--- src/sv/hcbd_pkg.sv ---
`timescale 1ns / 1ps
`default_nettype none

package hcbd_pkg;

    localparam int SIZE_BITS_DEF  = 32;
    localparam int FIFO_DEPTH_DEF = 2;
    localparam int TOTAL_W        = 32;

    localparam logic [TOTAL_W-1:0] MAX_BODY_RESET = 32'd1048576;

    localparam logic [7:0] CH_CR = 8'h0D;
    localparam logic [7:0] CH_LF = 8'h0A;

    typedef enum logic [3:0] {
        PH_SIZE    = 4'd0,
        PH_SIZE_LF = 4'd1,
        PH_DATA    = 4'd2,
        PH_DATA_CR = 4'd3,
        PH_DATA_LF = 4'd4,
        PH_END_CR  = 4'd5,
        PH_END_LF  = 4'd6,
        PH_DONE    = 4'd7
    } t_phase;

    typedef enum logic [1:0] {
        ST_BUSY  = 2'd0,
        ST_DONE  = 2'd1,
        ST_BAD   = 2'd2,
        ST_LARGE = 2'd3
    } t_status;

    typedef enum logic [1:0] {
        K_DIGIT = 2'd0,
        K_CR    = 2'd1,
        K_LF    = 2'd2,
        K_OTHER = 2'd3
    } t_kind;

    typedef struct packed {
        logic [7:0] in_byte;
        logic       body_start;
    } t_in_item;

    typedef struct packed {
        logic [7:0] out_byte;
        logic       out_valid;
        logic [1:0] body_status;
    } t_out_item;

    // classified byte, handed from front to back
    typedef struct packed {
        t_kind      kind;
        logic [3:0] hex;
        logic [7:0] data;
        logic       start;
    } t_class;

    typedef struct packed {
        logic               we;
        logic [TOTAL_W-1:0] wdata;
    } t_cfg_wr;

endpackage

`default_nettype wire

--- src/sv/hcbd_fifo.sv ---
`timescale 1ns / 1ps
`default_nettype none

module hcbd_fifo #(
    parameter int WIDTH = 8,
    parameter int DEPTH = 2
) (
    input  wire logic             i_clk,
    input  wire logic             i_rst_n,
    input  wire logic             i_push,
    input  wire logic [WIDTH-1:0] i_data,
    output logic                  o_full,
    input  wire logic             i_pop,
    output logic      [WIDTH-1:0] o_data,
    output logic                  o_empty
);

    localparam int PTR_W = (DEPTH > 1) ? $clog2(DEPTH) : 1;
    localparam int CNT_W = $clog2(DEPTH + 1);

    logic [WIDTH-1:0] r_mem [DEPTH];
    logic [PTR_W-1:0] r_wr_ptr, n_wr_ptr;
    logic [PTR_W-1:0] r_rd_ptr, n_rd_ptr;
    logic [CNT_W-1:0] r_count, n_count;
    logic             do_push, do_pop;

    assign o_full  = (r_count == CNT_W'(DEPTH));
    assign o_empty = (r_count == '0);
    assign o_data  = r_mem[r_rd_ptr];
    assign do_push = i_push && !o_full;
    assign do_pop  = i_pop && !o_empty;

    always_comb begin
        n_wr_ptr = r_wr_ptr;
        n_rd_ptr = r_rd_ptr;
        n_count  = r_count;
        if (do_push) begin
            n_wr_ptr = (r_wr_ptr == PTR_W'(DEPTH - 1)) ? '0 : r_wr_ptr + 1'b1;
        end
        if (do_pop) begin
            n_rd_ptr = (r_rd_ptr == PTR_W'(DEPTH - 1)) ? '0 : r_rd_ptr + 1'b1;
        end
        if (do_push && !do_pop) begin
            n_count = r_count + 1'b1;
        end else if (do_pop && !do_push) begin
            n_count = r_count - 1'b1;
        end
    end

    always_ff @(posedge i_clk) begin
        if (!i_rst_n) begin
            r_wr_ptr <= '0;
            r_rd_ptr <= '0;
            r_count  <= '0;
        end else begin
            r_wr_ptr <= n_wr_ptr;
            r_rd_ptr <= n_rd_ptr;
            r_count  <= n_count;
        end
    end

    always_ff @(posedge i_clk) begin
        if (do_push) begin
            r_mem[r_wr_ptr] <= i_data;
        end
    end

endmodule

`default_nettype wire

--- src/sv/hcbd_front.sv ---
`timescale 1ns / 1ps
`default_nettype none

module hcbd_front #(
    parameter int FIFO_DEPTH = 2
) (
    input  wire logic              i_clk,
    input  wire logic              i_rst_n,
    input  wire logic              i_push,
    input  wire hcbd_pkg::t_in_item i_item,
    output logic                   o_full,
    input  wire logic              i_take,
    output hcbd_pkg::t_class       o_cls,
    output logic                   o_empty
);

    import hcbd_pkg::*;

    localparam int CLS_W = $bits(t_class);

    function automatic t_class classify(input t_in_item item);
        t_class c;
        c.data  = item.in_byte;
        c.start = item.body_start;
        c.hex   = '0;
        c.kind  = K_OTHER;
        unique case (item.in_byte) inside
            [8'h30:8'h39]: begin
                c.kind = K_DIGIT;
                c.hex  = 4'(item.in_byte - 8'h30);
            end
            [8'h61:8'h66]: begin
                c.kind = K_DIGIT;
                c.hex  = 4'(item.in_byte - 8'h57);
            end
            [8'h41:8'h46]: begin
                c.kind = K_DIGIT;
                c.hex  = 4'(item.in_byte - 8'h37);
            end
            CH_CR: c.kind = K_CR;
            CH_LF: c.kind = K_LF;
            default: c.kind = K_OTHER;
        endcase
        return c;
    endfunction

    t_class           cls_in;
    logic [CLS_W-1:0] cls_out;

    assign cls_in = classify(i_item);
    assign o_cls  = cls_out;

    hcbd_fifo #(
        .WIDTH (CLS_W),
        .DEPTH (FIFO_DEPTH)
    ) u_queue (
        .i_clk   (i_clk),
        .i_rst_n (i_rst_n),
        .i_push  (i_push),
        .i_data  (cls_in),
        .o_full  (o_full),
        .i_pop   (i_take),
        .o_data  (cls_out),
        .o_empty (o_empty)
    );

endmodule

`default_nettype wire

--- src/sv/hcbd_back.sv ---
`timescale 1ns / 1ps
`default_nettype none

module hcbd_back #(
    parameter int SIZE_BITS = 32
) (
    input  wire logic               i_clk,
    input  wire logic               i_rst_n,
    input  wire hcbd_pkg::t_cfg_wr  i_cfg,
    input  wire hcbd_pkg::t_class   i_cls,
    input  wire logic               i_cls_valid,
    output logic                    o_cls_take,
    output hcbd_pkg::t_out_item     o_res,
    output logic                    o_res_push,
    input  wire logic               i_res_full
);

    import hcbd_pkg::*;

    t_phase               r_phase, n_phase;
    t_status              r_status, n_status;
    logic [SIZE_BITS-1:0] r_rem, n_rem;
    logic [TOTAL_W-1:0]   r_total, n_total;
    logic                 r_digits, n_digits;
    logic [TOTAL_W-1:0]   r_max;

    assign o_cls_take = i_cls_valid && !i_res_full;
    assign o_res_push = o_cls_take;

    always_comb begin
        t_phase               ph;
        logic [SIZE_BITS-1:0] rem;
        logic [TOTAL_W-1:0]   total;
        logic                 digits;
        t_status              st;
        ph     = r_phase;
        rem    = r_rem;
        total  = r_total;
        digits = r_digits;
        st     = r_status;
        if (i_cls.start) begin
            ph     = PH_SIZE;
            rem    = '0;
            total  = '0;
            digits = 1'b0;
            st     = ST_BUSY;
        end
        n_phase  = ph;
        n_rem    = rem;
        n_total  = total;
        n_digits = digits;
        n_status = st;
        o_res.out_byte  = '0;
        o_res.out_valid = 1'b0;
        unique case (ph) inside
            PH_SIZE: begin
                if (i_cls.kind == K_DIGIT) begin
                    if (rem[SIZE_BITS-1 -: 4] != 4'd0) begin
                        n_phase  = PH_DONE;
                        n_status = ST_BAD;
                    end else begin
                        n_rem    = {rem[SIZE_BITS-5:0], i_cls.hex};
                        n_digits = 1'b1;
                    end
                end else if (i_cls.kind == K_CR && digits) begin
                    n_phase = PH_SIZE_LF;
                end else begin
                    n_phase  = PH_DONE;
                    n_status = ST_BAD;
                end
            end
            PH_SIZE_LF: begin
                n_digits = 1'b0;
                if (i_cls.kind != K_LF) begin
                    n_phase  = PH_DONE;
                    n_status = ST_BAD;
                end else begin
                    n_phase = (rem == '0) ? PH_END_CR : PH_DATA;
                end
            end
            PH_DATA: begin
                // total before this byte at the limit means this byte is the excess one
                if (total >= r_max) begin
                    n_phase  = PH_DONE;
                    n_status = ST_LARGE;
                end else begin
                    o_res.out_byte  = i_cls.data;
                    o_res.out_valid = 1'b1;
                    n_total = total + 1'b1;
                    n_rem   = rem - 1'b1;
                    if (rem == SIZE_BITS'(1)) begin
                        n_phase = PH_DATA_CR;
                    end
                end
            end
            PH_DATA_CR, PH_END_CR: begin
                if (i_cls.kind == K_CR) begin
                    n_phase = (ph == PH_DATA_CR) ? PH_DATA_LF : PH_END_LF;
                end else begin
                    n_phase  = PH_DONE;
                    n_status = ST_BAD;
                end
            end
            PH_DATA_LF: begin
                if (i_cls.kind == K_LF) begin
                    n_phase  = PH_SIZE;
                    n_digits = 1'b0;
                    n_rem    = '0;
                end else begin
                    n_phase  = PH_DONE;
                    n_status = ST_BAD;
                end
            end
            PH_END_LF: begin
                n_phase  = PH_DONE;
                n_status = (i_cls.kind == K_LF) ? ST_DONE : ST_BAD;
            end
            PH_DONE: begin
                n_phase = PH_DONE;
            end
            default: begin
                n_phase = PH_DONE;
            end
        endcase
        o_res.body_status = n_status;
    end

    always_ff @(posedge i_clk) begin
        if (!i_rst_n) begin
            r_phase  <= PH_SIZE;
            r_status <= ST_BUSY;
            r_rem    <= '0;
            r_total  <= '0;
            r_digits <= 1'b0;
        end else if (o_cls_take) begin
            r_phase  <= n_phase;
            r_status <= n_status;
            r_rem    <= n_rem;
            r_total  <= n_total;
            r_digits <= n_digits;
        end
    end

    always_ff @(posedge i_clk) begin
        if (!i_rst_n) begin
            r_max <= MAX_BODY_RESET;
        end else if (i_cfg.we) begin
            r_max <= i_cfg.wdata;
        end
    end

endmodule

`default_nettype wire

--- src/sv/http_chunked_body_decoder_unit.sv ---
// chunked body decoder: one raw byte in, one result out per byte
// throughput: one byte per cycle while the result queue has room, set by the parser update in the back end
// path: an accepted byte crosses two queues, front then result, before its result can be popped
// reset: synchronous active-low i_rst_n empties both queues, returns the parser to an
// empty size line and loads the body limit with its default of 1048576
`timescale 1ns / 1ps
`default_nettype none

module http_chunked_body_decoder_unit #(
    parameter int SIZE_BITS  = hcbd_pkg::SIZE_BITS_DEF,
    parameter int FIFO_DEPTH = hcbd_pkg::FIFO_DEPTH_DEF
) (
    input  wire logic                i_clk,
    input  wire logic                i_rst_n,
    // configuration: body size limit
    input  wire logic                i_cfg_we,
    input  wire logic [31:0]         i_cfg_wdata,
    // raw byte requests
    input  wire logic                push,
    input  wire hcbd_pkg::t_in_item  i_in_item,
    output logic                     full,
    // decoded result requests
    output logic                     empty,
    input  wire logic                pop,
    output hcbd_pkg::t_out_item      o_out_item
);

    import hcbd_pkg::*;

    localparam int RES_W = $bits(t_out_item);

    t_cfg_wr          cfg_wr;
    t_class           cls;
    logic             cls_empty;
    logic             cls_take;
    t_out_item        res;
    logic             res_push;
    logic             res_full;
    logic [RES_W-1:0] res_head;

    assign cfg_wr.we    = i_cfg_we;
    assign cfg_wr.wdata = i_cfg_wdata;

    // front end: decode the byte as hex digit, cr, lf or other and queue it
    hcbd_front #(
        .FIFO_DEPTH (FIFO_DEPTH)
    ) u_front (
        .i_clk   (i_clk),
        .i_rst_n (i_rst_n),
        .i_push  (push),
        .i_item  (i_in_item),
        .o_full  (full),
        .i_take  (cls_take),
        .o_cls   (cls),
        .o_empty (cls_empty)
    );

    // back end: chunk parser, advances one classified byte per cycle while
    // the result queue has room
    hcbd_back #(
        .SIZE_BITS (SIZE_BITS)
    ) u_back (
        .i_clk       (i_clk),
        .i_rst_n     (i_rst_n),
        .i_cfg       (cfg_wr),
        .i_cls       (cls),
        .i_cls_valid (!cls_empty),
        .o_cls_take  (cls_take),
        .o_res       (res),
        .o_res_push  (res_push),
        .i_res_full  (res_full)
    );

    // result queue: decouples parser from the consumer's pop
    hcbd_fifo #(
        .WIDTH (RES_W),
        .DEPTH (FIFO_DEPTH)
    ) u_res_queue (
        .i_clk   (i_clk),
        .i_rst_n (i_rst_n),
        .i_push  (res_push),
        .i_data  (res),
        .o_full  (res_full),
        .i_pop   (pop),
        .o_data  (res_head),
        .o_empty (empty)
    );

    assign o_out_item = res_head;

`ifndef SYNTH
    // data only passes while the body is still open
    a_valid_busy: assert property (@(posedge i_clk) disable iff (!i_rst_n)
        (!empty && o_out_item.out_valid) |-> (o_out_item.body_status == ST_BUSY))
        else $error("data byte delivered with a closed body status");

    // non-data results carry a zero byte
    a_idle_byte: assert property (@(posedge i_clk) disable iff (!i_rst_n)
        (!empty && !o_out_item.out_valid) |-> (o_out_item.out_byte == 8'd0))
        else $error("non-data result with nonzero byte");

    // no result may appear right out of reset
    a_reset_empty: assert property (@(posedge i_clk) disable iff (!i_rst_n)
        $past(!i_rst_n) |-> empty)
        else $error("result queue not empty after reset");
`endif

endmodule

`default_nettype wire
--- config.mk ---
export PLATFORM = sky130hd
export DESIGN_NAME = http_chunked_body_decoder_unit
export DESIGN_NICKNAME = d
export VERILOG_FILES = /design/src/sv/hcbd_pkg.sv /design/src/sv/hcbd_fifo.sv /design/src/sv/hcbd_front.sv /design/src/sv/hcbd_back.sv /design/src/sv/http_chunked_body_decoder_unit.sv
export SDC_FILE = /design/constraint.sdc
export NUM_CORES = 1
export LEC_CHECK = 0
export BUFFER_PORTS_ARGS = -buffer_cell sky130_fd_sc_hd__buf_2
export CAP_MARGIN = 0
export CORE_MARGIN = 2
export CORE_UTILIZATION = 50
export DETAILED_ROUTE_END_ITERATION = 8
export PLACE_DENSITY = 0.67
export RECOVER_POWER = 50
export SLEW_MARGIN = 15
export SYNTH_ARGS = -nofsm -noshare
export SYNTH_HDL_FRONTEND = slang
export SYNTH_HIERARCHICAL = 1
export SYNTH_SLANG_ARGS = --single-unit
--- constraint.sdc ---
create_clock -name i_clk -period 8.3 [get_ports i_clk]
set_input_delay 2.075 -clock i_clk [delete_from_list [all_inputs] [get_ports i_clk]]
set_output_delay 2.075 -clock i_clk [all_outputs]
set_load 0.02 [all_outputs]
==> metrics.csv, run 1 <==
stage,metric,value,unit
status,outcome,"complete, but fails checks",
status,failed_checks,"capacitance limit, slew limit",
cts,cts_setup_buffers,0,
worst_setup_path,timing.rr.end,u_back/r_rem[29],
worst_setup_path,crit_chain,"buf_4, clkbuf_1, o21ai_0, nor4_1, a211o_1",
drt,met2_length,12280,µm
yosys,ys_warn_count,6,
place,gp_congestion,0.9150,
yosys,syn-cell-area,10230,µm²
timing,whs,481.0,ps
drt,viasPerCell,6.075,
cts,clk_pin_slew_worst_paths,70,ps
yosys,synth_flop_cell,dfxtp_1,
worst_setup_path,path_buf_inv,2,
drt,dr_wl_met3,1679,µm
timing,fin_crit_sh,0.6818,
cts,cts_root_buf,clkbuf_16,
worst_setup_path,worstPathArrival,6030,ps
min_path,whs_endpoint,u_back/r_total[10],
worst_setup_path,crit_family,buffers and inverters,
power,p_total,3.198,mW
timing,worst_pin_slew,3304,ps
yosys,synth.distinct_cells,83,
timing,fin_skew,11.08,ps
min_path,min_delay_path_depth,2,
global_routing,gr-total-overflow,0,
drt,num_vias,8985,
global_routing,track_usage,0.2506,
yosys,synth_top_area_frac,0.2212,
timing,clock.fmax,0.1767,GHz
place,place_hpwl,17790,µm
power,power_density,285.3,nW/µm²
cts,cts_tree,yes,
cts,numCtsBuffers,17,
drt,ant_nets,0,
worst_setup_path,slowest_stage,clkbuf_1,
power,peakVddDrop,151.0,µV
drt,drtIter0Drc,777,
final_layout,drive_gt1_frac,0.1191,
yosys,synth_edf_count,52,
run,maxCapViolCount,3,
global_routing,grt_max_degree,92,
timing,rsz0062_at_grt,no,
yosys,synth.area.top_cells,"dfxtp_1 (22%), edfxtp_1 (15%), ha_1 (5.0%)",
worst_setup_path,crit_path_max_fanout,91,
worst_setup_path,critPathRequiredTime,8670,ps
cts,clock_path_buffers,2,
min_path,worstHoldStart,u_back/r_total[10],
timing,slew_viol_final,139,
worst_setup_path,startpoint_type,input pin,
cts,post_cts_resized,0,
die,die_w,147.0,µm
drt,drt-pass1-iter-count,7,
cts,cts_hold_buf,0,
worst_setup_path,r2r_slack,3100,ps
final_layout,syn_to_final_growth,9.591,%
power,p_leak,4.311,nW
drt,drc,0,
yosys,synth_largest_area_cell,dfxtp_1,
global_routing,grt_pass1_vias,8533,
cts,cts.sinks,165,
worst_setup_path,rr_worst_depth,13,
worst_setup_path,critPathCaptureType,flop,
die,initial_core_util,0.5071,
drt,wl_per_cell,18.22,µm
global_routing,antenna_found_initial,0,
worst_setup_path,worstSetupPathType,in -> reg,
worst_setup_path,cp_slowest_stage_delay,2360,ps
timing,fin_setup_tns,0,ps
place,portBuffers,58,
yosys,synth_seq_cells,165,
drt,wirelength,26940,µm
die,ios,59,
die,std_cell_rows,52,
die,coreArea,20170,µm²
yosys,synth.most_common_cell,dfxtp_1,
yosys,synth_nets,1264,
die,die_h,147.0,µm
final_layout,num-nets-final,1283,
yosys,synth_commonest_cells,"dfxtp_1 (113), nand2_1 (105), nor2b_1 (80)",
yosys,synthArstFlopShare,0,
min_path,hold_path.class,reg -> reg,
timing,layout_min_cycle_time,5659,ps
drt,drt-met1-wl,12490,µm
timing,relSlewSlack,-1.203,
die,dieArea,21610,µm²
timing,hold_viol,0,
yosys,avgSynthCellArea,8.689,µm²
yosys,synthCells,1177,
yosys,yosysSeqAreaShare,0.3739,
final_layout,antenna_cells,0,
timing,setup-violations-final,0,
global_routing,grt_pass1_wl,43920,µm
cts,cts.htree.levels,4,
cts,clkLatencyLatePin,430,ps
drt,top_layer,met4,
through the flow:
step / instance area, µm² / instances / util / setup WS [ps]
2_1_floorplan: 10230 / 1177 / - / 3852
5_1_grt: 11210 / 1479 / 0.5557 / 2166
4_1_cts: 11270 / 1479 / 0.5587 / 3163
6_report: 11210 / 1479 / 0.5557 / 2641
3_3_place_gp: 10690 / 1447 / 0.5298 / 3319
3_5_place_dp: 10690 / 1447 / 0.5298 / 3182
layout by cell type, fill, tap and decap left out, types with 21 or more instances in the layout:
cell      netlist  routed
a21oi_1        59      59
and2_1         27      25
and3_1         25      25
buf_2           4      46
dfxtp_1       113     113
edfxtp_1       52      52
ha_1           41      41
inv_1          53      54
mux2_2         30      30
mux2i_1        47      47
nand2_1       105     105
nand3_1        38      38
nand4_1        21      21
nor2_1         69      68
nor2b_1        80      79
nor3_1         35      37
o21ai_0        65      66
final cells by class:
class	count	area, µm²
clock buffers	17	425.4
inverters	57	214.0
fillers	1888	8961
well taps	270	337.8
repair buffers	71	361.6
flip-flops and latches	165	3824
clock inverters	15	158.9
multi-input cells	884	5887
worst min-delay path: stages (launching register included):
cell      delay [ps]
dfxtp_1          320
nand2_1           50
a21boi_0          60
power breakdown:
group	internal (mW)	total [mW]	switching [mW]	leakage, nW
clock network	0.403	0.780	0.377	0.281
registers	0.968	1.09	0.121	1.41
logic	0.468	1.33	0.861	2.62
worst max-delay path by stage:
stage,slack [ps],cells after the start,to,start
floorplan,3850,17,u_back/r_rem[28],flop
global placement,3320,13,u_back/r_rem[29],flop
detailed placement,3180,13,u_back/r_rem[29],flop
CTS,3160,13,u_back/r_rem[29],flop
global route,2170,5,u_back/r_rem[20],i_rst_n
finish,2640,5,u_back/r_rem[20],i_rst_n
cell families after synthesis:
kind of cell               synth area share
xor gates and xnor gates            0.01798
adders and majority gates           0.05016
buffers and inverters               0.04857
DFF                                  0.3739
AOI/OAI and AO/OA                    0.1786
and+or+nand+nor                      0.2503
muxes                               0.08050
sequential cells by signal, indices dropped and copies added, names as in the netlist, named ones only:
name / flops
u_res_queue/r_rd_ptr: 1
u_back/r_status: 2
u_res_queue/r_wr_ptr: 1
u_back/r_phase: 4
u_res_queue/r_count: 2
u_front/u_queue/r_mem: 30
u_back/r_total: 32
u_front/u_queue/r_rd_ptr: 1
u_front/u_queue/r_wr_ptr: 1
u_back/r_max: 32
u_back/r_rem: 32
u_back/r_digits: 1
u_front/u_queue/r_count: 2
u_res_queue/r_mem: 22
metal layers:
metal  vias up  GRT usage
met2       318     0.3953
li1       4333          -
met4         0    0.07260
met5         -          0
met3        45    0.04658
met1      4289     0.3530
Power figures use the tool's default switching activity.
==> run 2: changes to the inputs <==
PLACE_DENSITY = 0.7   (was 0.67)
clock period = 5.2 ns   (was 8.3 ns; I/O delays follow)
==> metrics.csv, run 2 (same netlist as run 1, synthesis figures left out) <==
stage,metric,value,unit,change
die,coreArea,20170,µm²,unchanged
die,dieArea,21610,µm²,unchanged
power,p_int,3.039,mW,+65%
drt,wirelength,26100,µm,-3.1%
worst_setup_path,timing.rr.end,u_back/r_total[7],,
final_layout,layout.cells.non_filler,1483,,+0.27%
drt,viasPerCell,5.957,,-1.9%
final_layout,antenna_cells,0,,unchanged
die,initial_core_util,0.5071,,unchanged
timing,worst_pin_slew,2986,ps,-317.7 ps
timing,setup-violations-final,0,,unchanged
drt,ant_nets,0,,unchanged
cts,cts.htree.levels,4,,unchanged
cts,post_cts_resized,0,,unchanged
place,gp_congestion,0.9347,,+2.2%
global_routing,grt_pass1_vias,8643,,+1.3%
cts,clkLatencyLatePin,430,ps,about the same
die,ios,59,,unchanged
power,p_clk_frac,0.258,,+0.014
power,p_total,5.173,mW,+62%
cts,clock_path_buffers,2,,unchanged
worst_setup_path,worstPathArrival,4700,ps,-1330 ps
timing,hold_viol,0,,unchanged
global_routing,gr-total-overflow,0,,unchanged
timing,fin_crit_sh,0.8435,,
cts,cts_setup_buffers,0,,unchanged
final_layout,num-nets-final,1287,,+0.31%
timing,rsz0062_at_grt,no,,
drt,drt-pass1-iter-count,5,,-2
global_routing,grt_pass1_wl,43290,µm,-1.4%
cts,cts_tree,yes,,
cts,cts.sinks,165,,unchanged
final_layout,final_common_cell,dfxtp_1,,
drt,wl_per_cell,17.60,µm,-3.4%
power,seqPwrFrac,0.331,,-0.009
timing,whs,481.4,ps,+0.3970 ps
place,portBuffers,58,,unchanged
die,die_h,147.0,µm,unchanged
power,p_comb_frac,0.410,,-0.006
power,power_density,458.3,nW/µm²,+61%
worst_setup_path,rr_worst_depth,11,,-2
final_layout,fin_util,0.5596,,+0.003908
final_layout,syn_to_final_growth,10.36,%,
timing,setup_ws,813.6,ps,-1828 ps
timing,slew_viol_final,89,,-36%
place,place_hpwl,17340,µm,-2.6%
timing,layout_min_cycle_time,4386,ps,
cts,cts_root_buf,clkbuf_16,,
status,failed_checks,"capacitance limit, slew limit",,
timing,fin_skew,9.802,ps,-1.280 ps
run,maxCapViolCount,2,,-1
power,p_leak,4.361,nW,+1.2%
worst_setup_path,r2r_slack,810,ps,-2290 ps
final_layout,reg_top3,"u_back/r_max x32, u_back/r_rem x32, u_back/r_total x32",,
worst_setup_path,critPathCaptureType,flop,,
timing,clock.fmax,0.2280,GHz,
drt,num_vias,8834,,-1.7%
cts,cts_hold_buf,0,,unchanged
min_path,hold_path.class,reg -> reg,,
final_layout,fin_area,11290,µm²,+0.70%
status,outcome,"complete, but fails checks",,
final_layout,drive_gt1_frac,0.1212,,+0.002080
worst_setup_path,crit_path_max_fanout,36,,-60%
drt,drtIter0Drc,696,,-10%
timing,relSlewSlack,-0.9907,,+0.2118
global_routing,track_usage,0.2443,,-0.006247
worst_setup_path,startpoint_type,flop,,
power,peakVddDrop,221.0,µV,+46%
worst_setup_path,critPathRequiredTime,5510,ps,-3160 ps
die,std_cell_rows,52,,unchanged
timing,fin_setup_tns,0,ps,unchanged
worst_setup_path,crit_end,u_back/r_total[7],,
global_routing,grt_max_degree,76,,-17%
place,dp_worst_setup_slack,972.8,ps,-2209 ps
place,placed_area,10710,µm²,+0.26%
die,die_w,147.0,µm,unchanged
power,switchingPower,2.134,mW,+57%
final_layout,final_cell_mix,"dfxtp_1 (113), nand2_1 (105), nor2b_1 (79)",,
place,place_inst,1451,,+0.28%
worst_setup_path,worstSetupPathType,reg -> reg,,
drt,drc,0,,unchanged
cts,clk_pin_slew_worst_paths,70,ps,about the same
power,switching_share,0.4126,,-0.01234
cts,numCtsBuffers,17,,unchanged
global_routing,antenna_found_initial,0,,unchanged
## run 2: area by class of cell
type                    count  area [µm²]
inverters                  57       214.0
repair buffers             75       397.9
multi-input cells         884        5884
clock inverters            15       203.9
fillers                  1841        8882
clock buffers              17       425.4
flip-flops and latches    165        3824
well taps                 270       337.8
## run 2: how the worst min path moves through the flow
stage	from	cells past startpoint	slack, ps	to
after floorplan	u_back/r_total[10]	2	450	u_back/r_total[10]
after global placement	u_back/r_total[10]	2	460	u_back/r_total[10]
after CTS	u_back/r_total[10]	2	480	u_back/r_total[10]
final	u_back/r_total[10]	2	480	u_back/r_total[10]
after global routing	u_back/r_total[10]	2	510	u_back/r_total[10]
after detailed placement	u_back/r_total[10]	2	470	u_back/r_total[10]
## run 2: power by group through the flow
stage | clock [mW] | combinational, mW | sequential, mW
floorplan | 0 | 1.60 | 1.66
global placement | 0 | 2.07 | 1.73
detailed placement | 0 | 2.09 | 1.74
CTS | 1.36 | 2.10 | 1.71
global route | 1.41 | 2.31 | 1.74
finish | 1.34 | 2.12 | 1.71
## run 2: critical path, stage by stage, from the launching register on
cell,delay [ps]
dfxtp_1,350
mux2_4,470
nor2b_1,310
ha_1,300
a21oi_1,190
o21ai_1,120
a221o_1,330
a211o_1,320
nand3b_1,610
nor2_1,790
a311oi_1,200
a41o_1,230
## run 2: metal layers
layer	part of all wire	wire length [µm]	GRT usage	vias to the layer above
met1	0.45	11650	0.3328	4102
met5	0	0	0	-
li1	-	-	-	4334
met4	0.018	480	0.07885	0
met2	0.46	11930	0.3887	353
met3	0.078	2037	0.05373	45
==> run 3: changes to the inputs <==
clock period = 3.9 ns   (was 5.2 ns; I/O delays follow)
==> metrics.csv, run 3 (same netlist as run 1, synthesis figures left out) <==
stage,metric,value,unit,change
status,outcome,"complete, but fails checks",,
status,failed_checks,"capacitance limit, slew limit",,
timing,fin_setup_tns,0,ps,unchanged
drt,ant_nets,0,,unchanged
final_layout,antenna_cells,0,,unchanged
die,coreArea,20170,µm²,unchanged
worst_setup_path,cp.depth,14,,+3
worst_setup_path,crit_chain,"mux2_4, inv_2, nand2_1, ha_1, nand2b_1, a21oi_1, nor4b_1, o2111ai_1, nand3b_1, buf_4, nor2_1, buf_4, a311oi_1, a41o_1",,
die,die_h,147.0,µm,unchanged
worst_setup_path,cpMostUsedCell,buf_4,,
worst_setup_path,critPathRequiredTime,4270,ps,-1240 ps
final_layout,final_cell_mix,"dfxtp_1 (113), nand2_1 (105), nor2b_1 (78)",,
die,ios,59,,unchanged
final_layout,drive_gt1_frac,0.1282,,+0.006976
timing,clock.fmax,0.2762,GHz,+21%
timing,setup-violations-final,0,,unchanged
drt,num_vias,9038,,+2.3%
die,std_cell_rows,52,,unchanged
cts,cts_hold_buf,0,,unchanged
final_layout,fillers,1877,,+2.0%
worst_setup_path,critPathCaptureType,flop,,
global_routing,grt_max_degree,60,,-21%
worst_setup_path,slowest_stage,nor4b_1,,
cts,numCtsBuffers,17,,unchanged
drt,drt-pass1-iter-count,5,,unchanged
timing,relSlewSlack,-0.5221,,+0.4687
final_layout,final_common_cell,dfxtp_1,,
cts,cts_tree,yes,,
timing,fin_skew,13.57,ps,+3.765 ps
cts,cts_root_buf,clkbuf_16,,
global_routing,antenna_found_initial,0,,unchanged
power,power_density,601.1,nW/µm²,+31%
min_path,worstHoldStart,u_back/r_total[10],,
worst_setup_path,crit_family,simple AND/OR/NAND/NOR gates,,
timing,worst_pin_slew,2283,ps,-703.0 ps
drt,wirelength,26750,µm,+2.5%
cts,clk_pin_slew_worst_paths,70,ps,about the same
die,dieArea,21610,µm²,unchanged
drt,drtIter0Drc,814,,+17%
place,portBuffers,58,,unchanged
place,gp_congestion,0.9087,,-2.8%
worst_setup_path,cp_slowest_stage_delay,500,ps,-290 ps
timing,fin_crit_sh,0.9282,,+0.08468
cts,clkLatencyLatePin,430,ps,about the same
worst_setup_path,rr_worst_depth,14,,+3
worst_setup_path,startpoint_type,flop,,
timing,rsz0062_at_grt,no,,
worst_setup_path,crit_path_max_fanout,27,,-25%
drt,wl_per_cell,17.89,µm,+1.7%
global_routing,gr-total-overflow,0,,unchanged
global_routing,grt_pass1_wl,44210,µm,+2.1%
die,die_w,147.0,µm,unchanged
global_routing,grt_pass1_vias,8641,,-0.023%
global_routing,track_usage,0.2515,,+0.007176
final_layout,num-nets-final,1299,,+0.93%
cts,post_cts_resized,0,,unchanged
drt,drc,0,,unchanged
cts,cts.htree.levels,4,,unchanged
final_layout,syn_to_final_growth,10.57,%,
timing,whs,493.4,ps,+12.03 ps
power,p_total,6.797,mW,+31%
place,place_hpwl,18240,µm,+5.2%
timing,slew_viol_final,87,,-2.2%
place,place_inst,1463,,+0.83%
min_path,min_delay_path_depth,2,,unchanged
power,p_leak,4.385,nW,+0.55%
final_layout,reg_top3,"u_back/r_max x32, u_back/r_rem x32, u_back/r_total x32",,
worst_setup_path,worstPathArrival,3990,ps,-710 ps
worst_setup_path,path_buf_inv,3,,+3
cts,cts.sinks,165,,unchanged
final_layout,layout.cells.non_filler,1495,,+0.81%
min_path,hold_path.class,reg -> reg,,
run,maxCapViolCount,2,,unchanged
timing,hold_viol,0,,unchanged
worst_setup_path,worstSetupPathType,reg -> reg,,
power,peakVddDrop,410.6,µV,+86%
die,initial_core_util,0.5071,,unchanged
cts,clock_path_buffers,2,,unchanged
timing,layout_min_cycle_time,3620,ps,-766.3 ps
final_layout,fin_util,0.5607,,+0.001055
cts,cts_setup_buffers,0,,unchanged
drt,viasPerCell,6.045,,+1.5%
run 3: worst paths after layout:
path	slack (ps)	to
max	280	u_back/r_total[2]
min	490	u_back/r_total[10]
max reg2reg	280	u_back/r_total[2]
min reg2reg	490	u_back/r_total[10]
run 3: worst reg2reg max path: stages (launching register included):
cell       delay (ps)
dfxtp_1           360
mux2_4            440
inv_2             120
nand2_1           120
ha_1              310
nand2b_1           90
a21oi_1            60
nor4b_1           500
o2111ai_1         290
nand3b_1          240
buf_4             260
nor2_1            130
buf_4             190
a311oi_1          320
a41o_1            130
run 3: area by class of cell:
class                           instances  area [µm²]  area share
Inverter                               57       214.0     0.01892
Sequential cell                       165        3824      0.3381
Clock inverter                         14       133.9     0.01184
Timing Repair Buffer                   87       478.0     0.04227
Clock buffer                           18       429.2     0.03795
Multi-Input combinational cell        884        5892      0.5210
Tap cell                              270       337.8     0.02987
run 3: metrics by stage:
stage / instance area [µm²] / setup slack (ps)
finish: 11310 / 279.9
global route: 11310 / 45.55
CTS: 11370 / 235.7
detailed placement: 10800 / 270.7
global placement: 10800 / 469.1
floorplan: 10270 / 4.001
run 3: metal layers:
metal | vias to the layer above | part of all wire | global-route usage
li1 | 4356 | - | -
met1 | 4288 | 0.45 | 0.3483
met2 | 344 | 0.46 | 0.4052
met3 | 50 | 0.066 | 0.04130
met4 | 0 | 0.021 | 0.07885
met5 | - | 0 | 0
run 3: where the power goes:
part / total (mW) / switching (mW) / leakage, nW / internal [mW]
Sequential: 2.29 / 0.235 / 1.41 / 2.06
Combinational: 2.87 / 1.83 / 2.70 / 1.04
Clock: 1.63 / 0.781 / 0.279 / 0.848
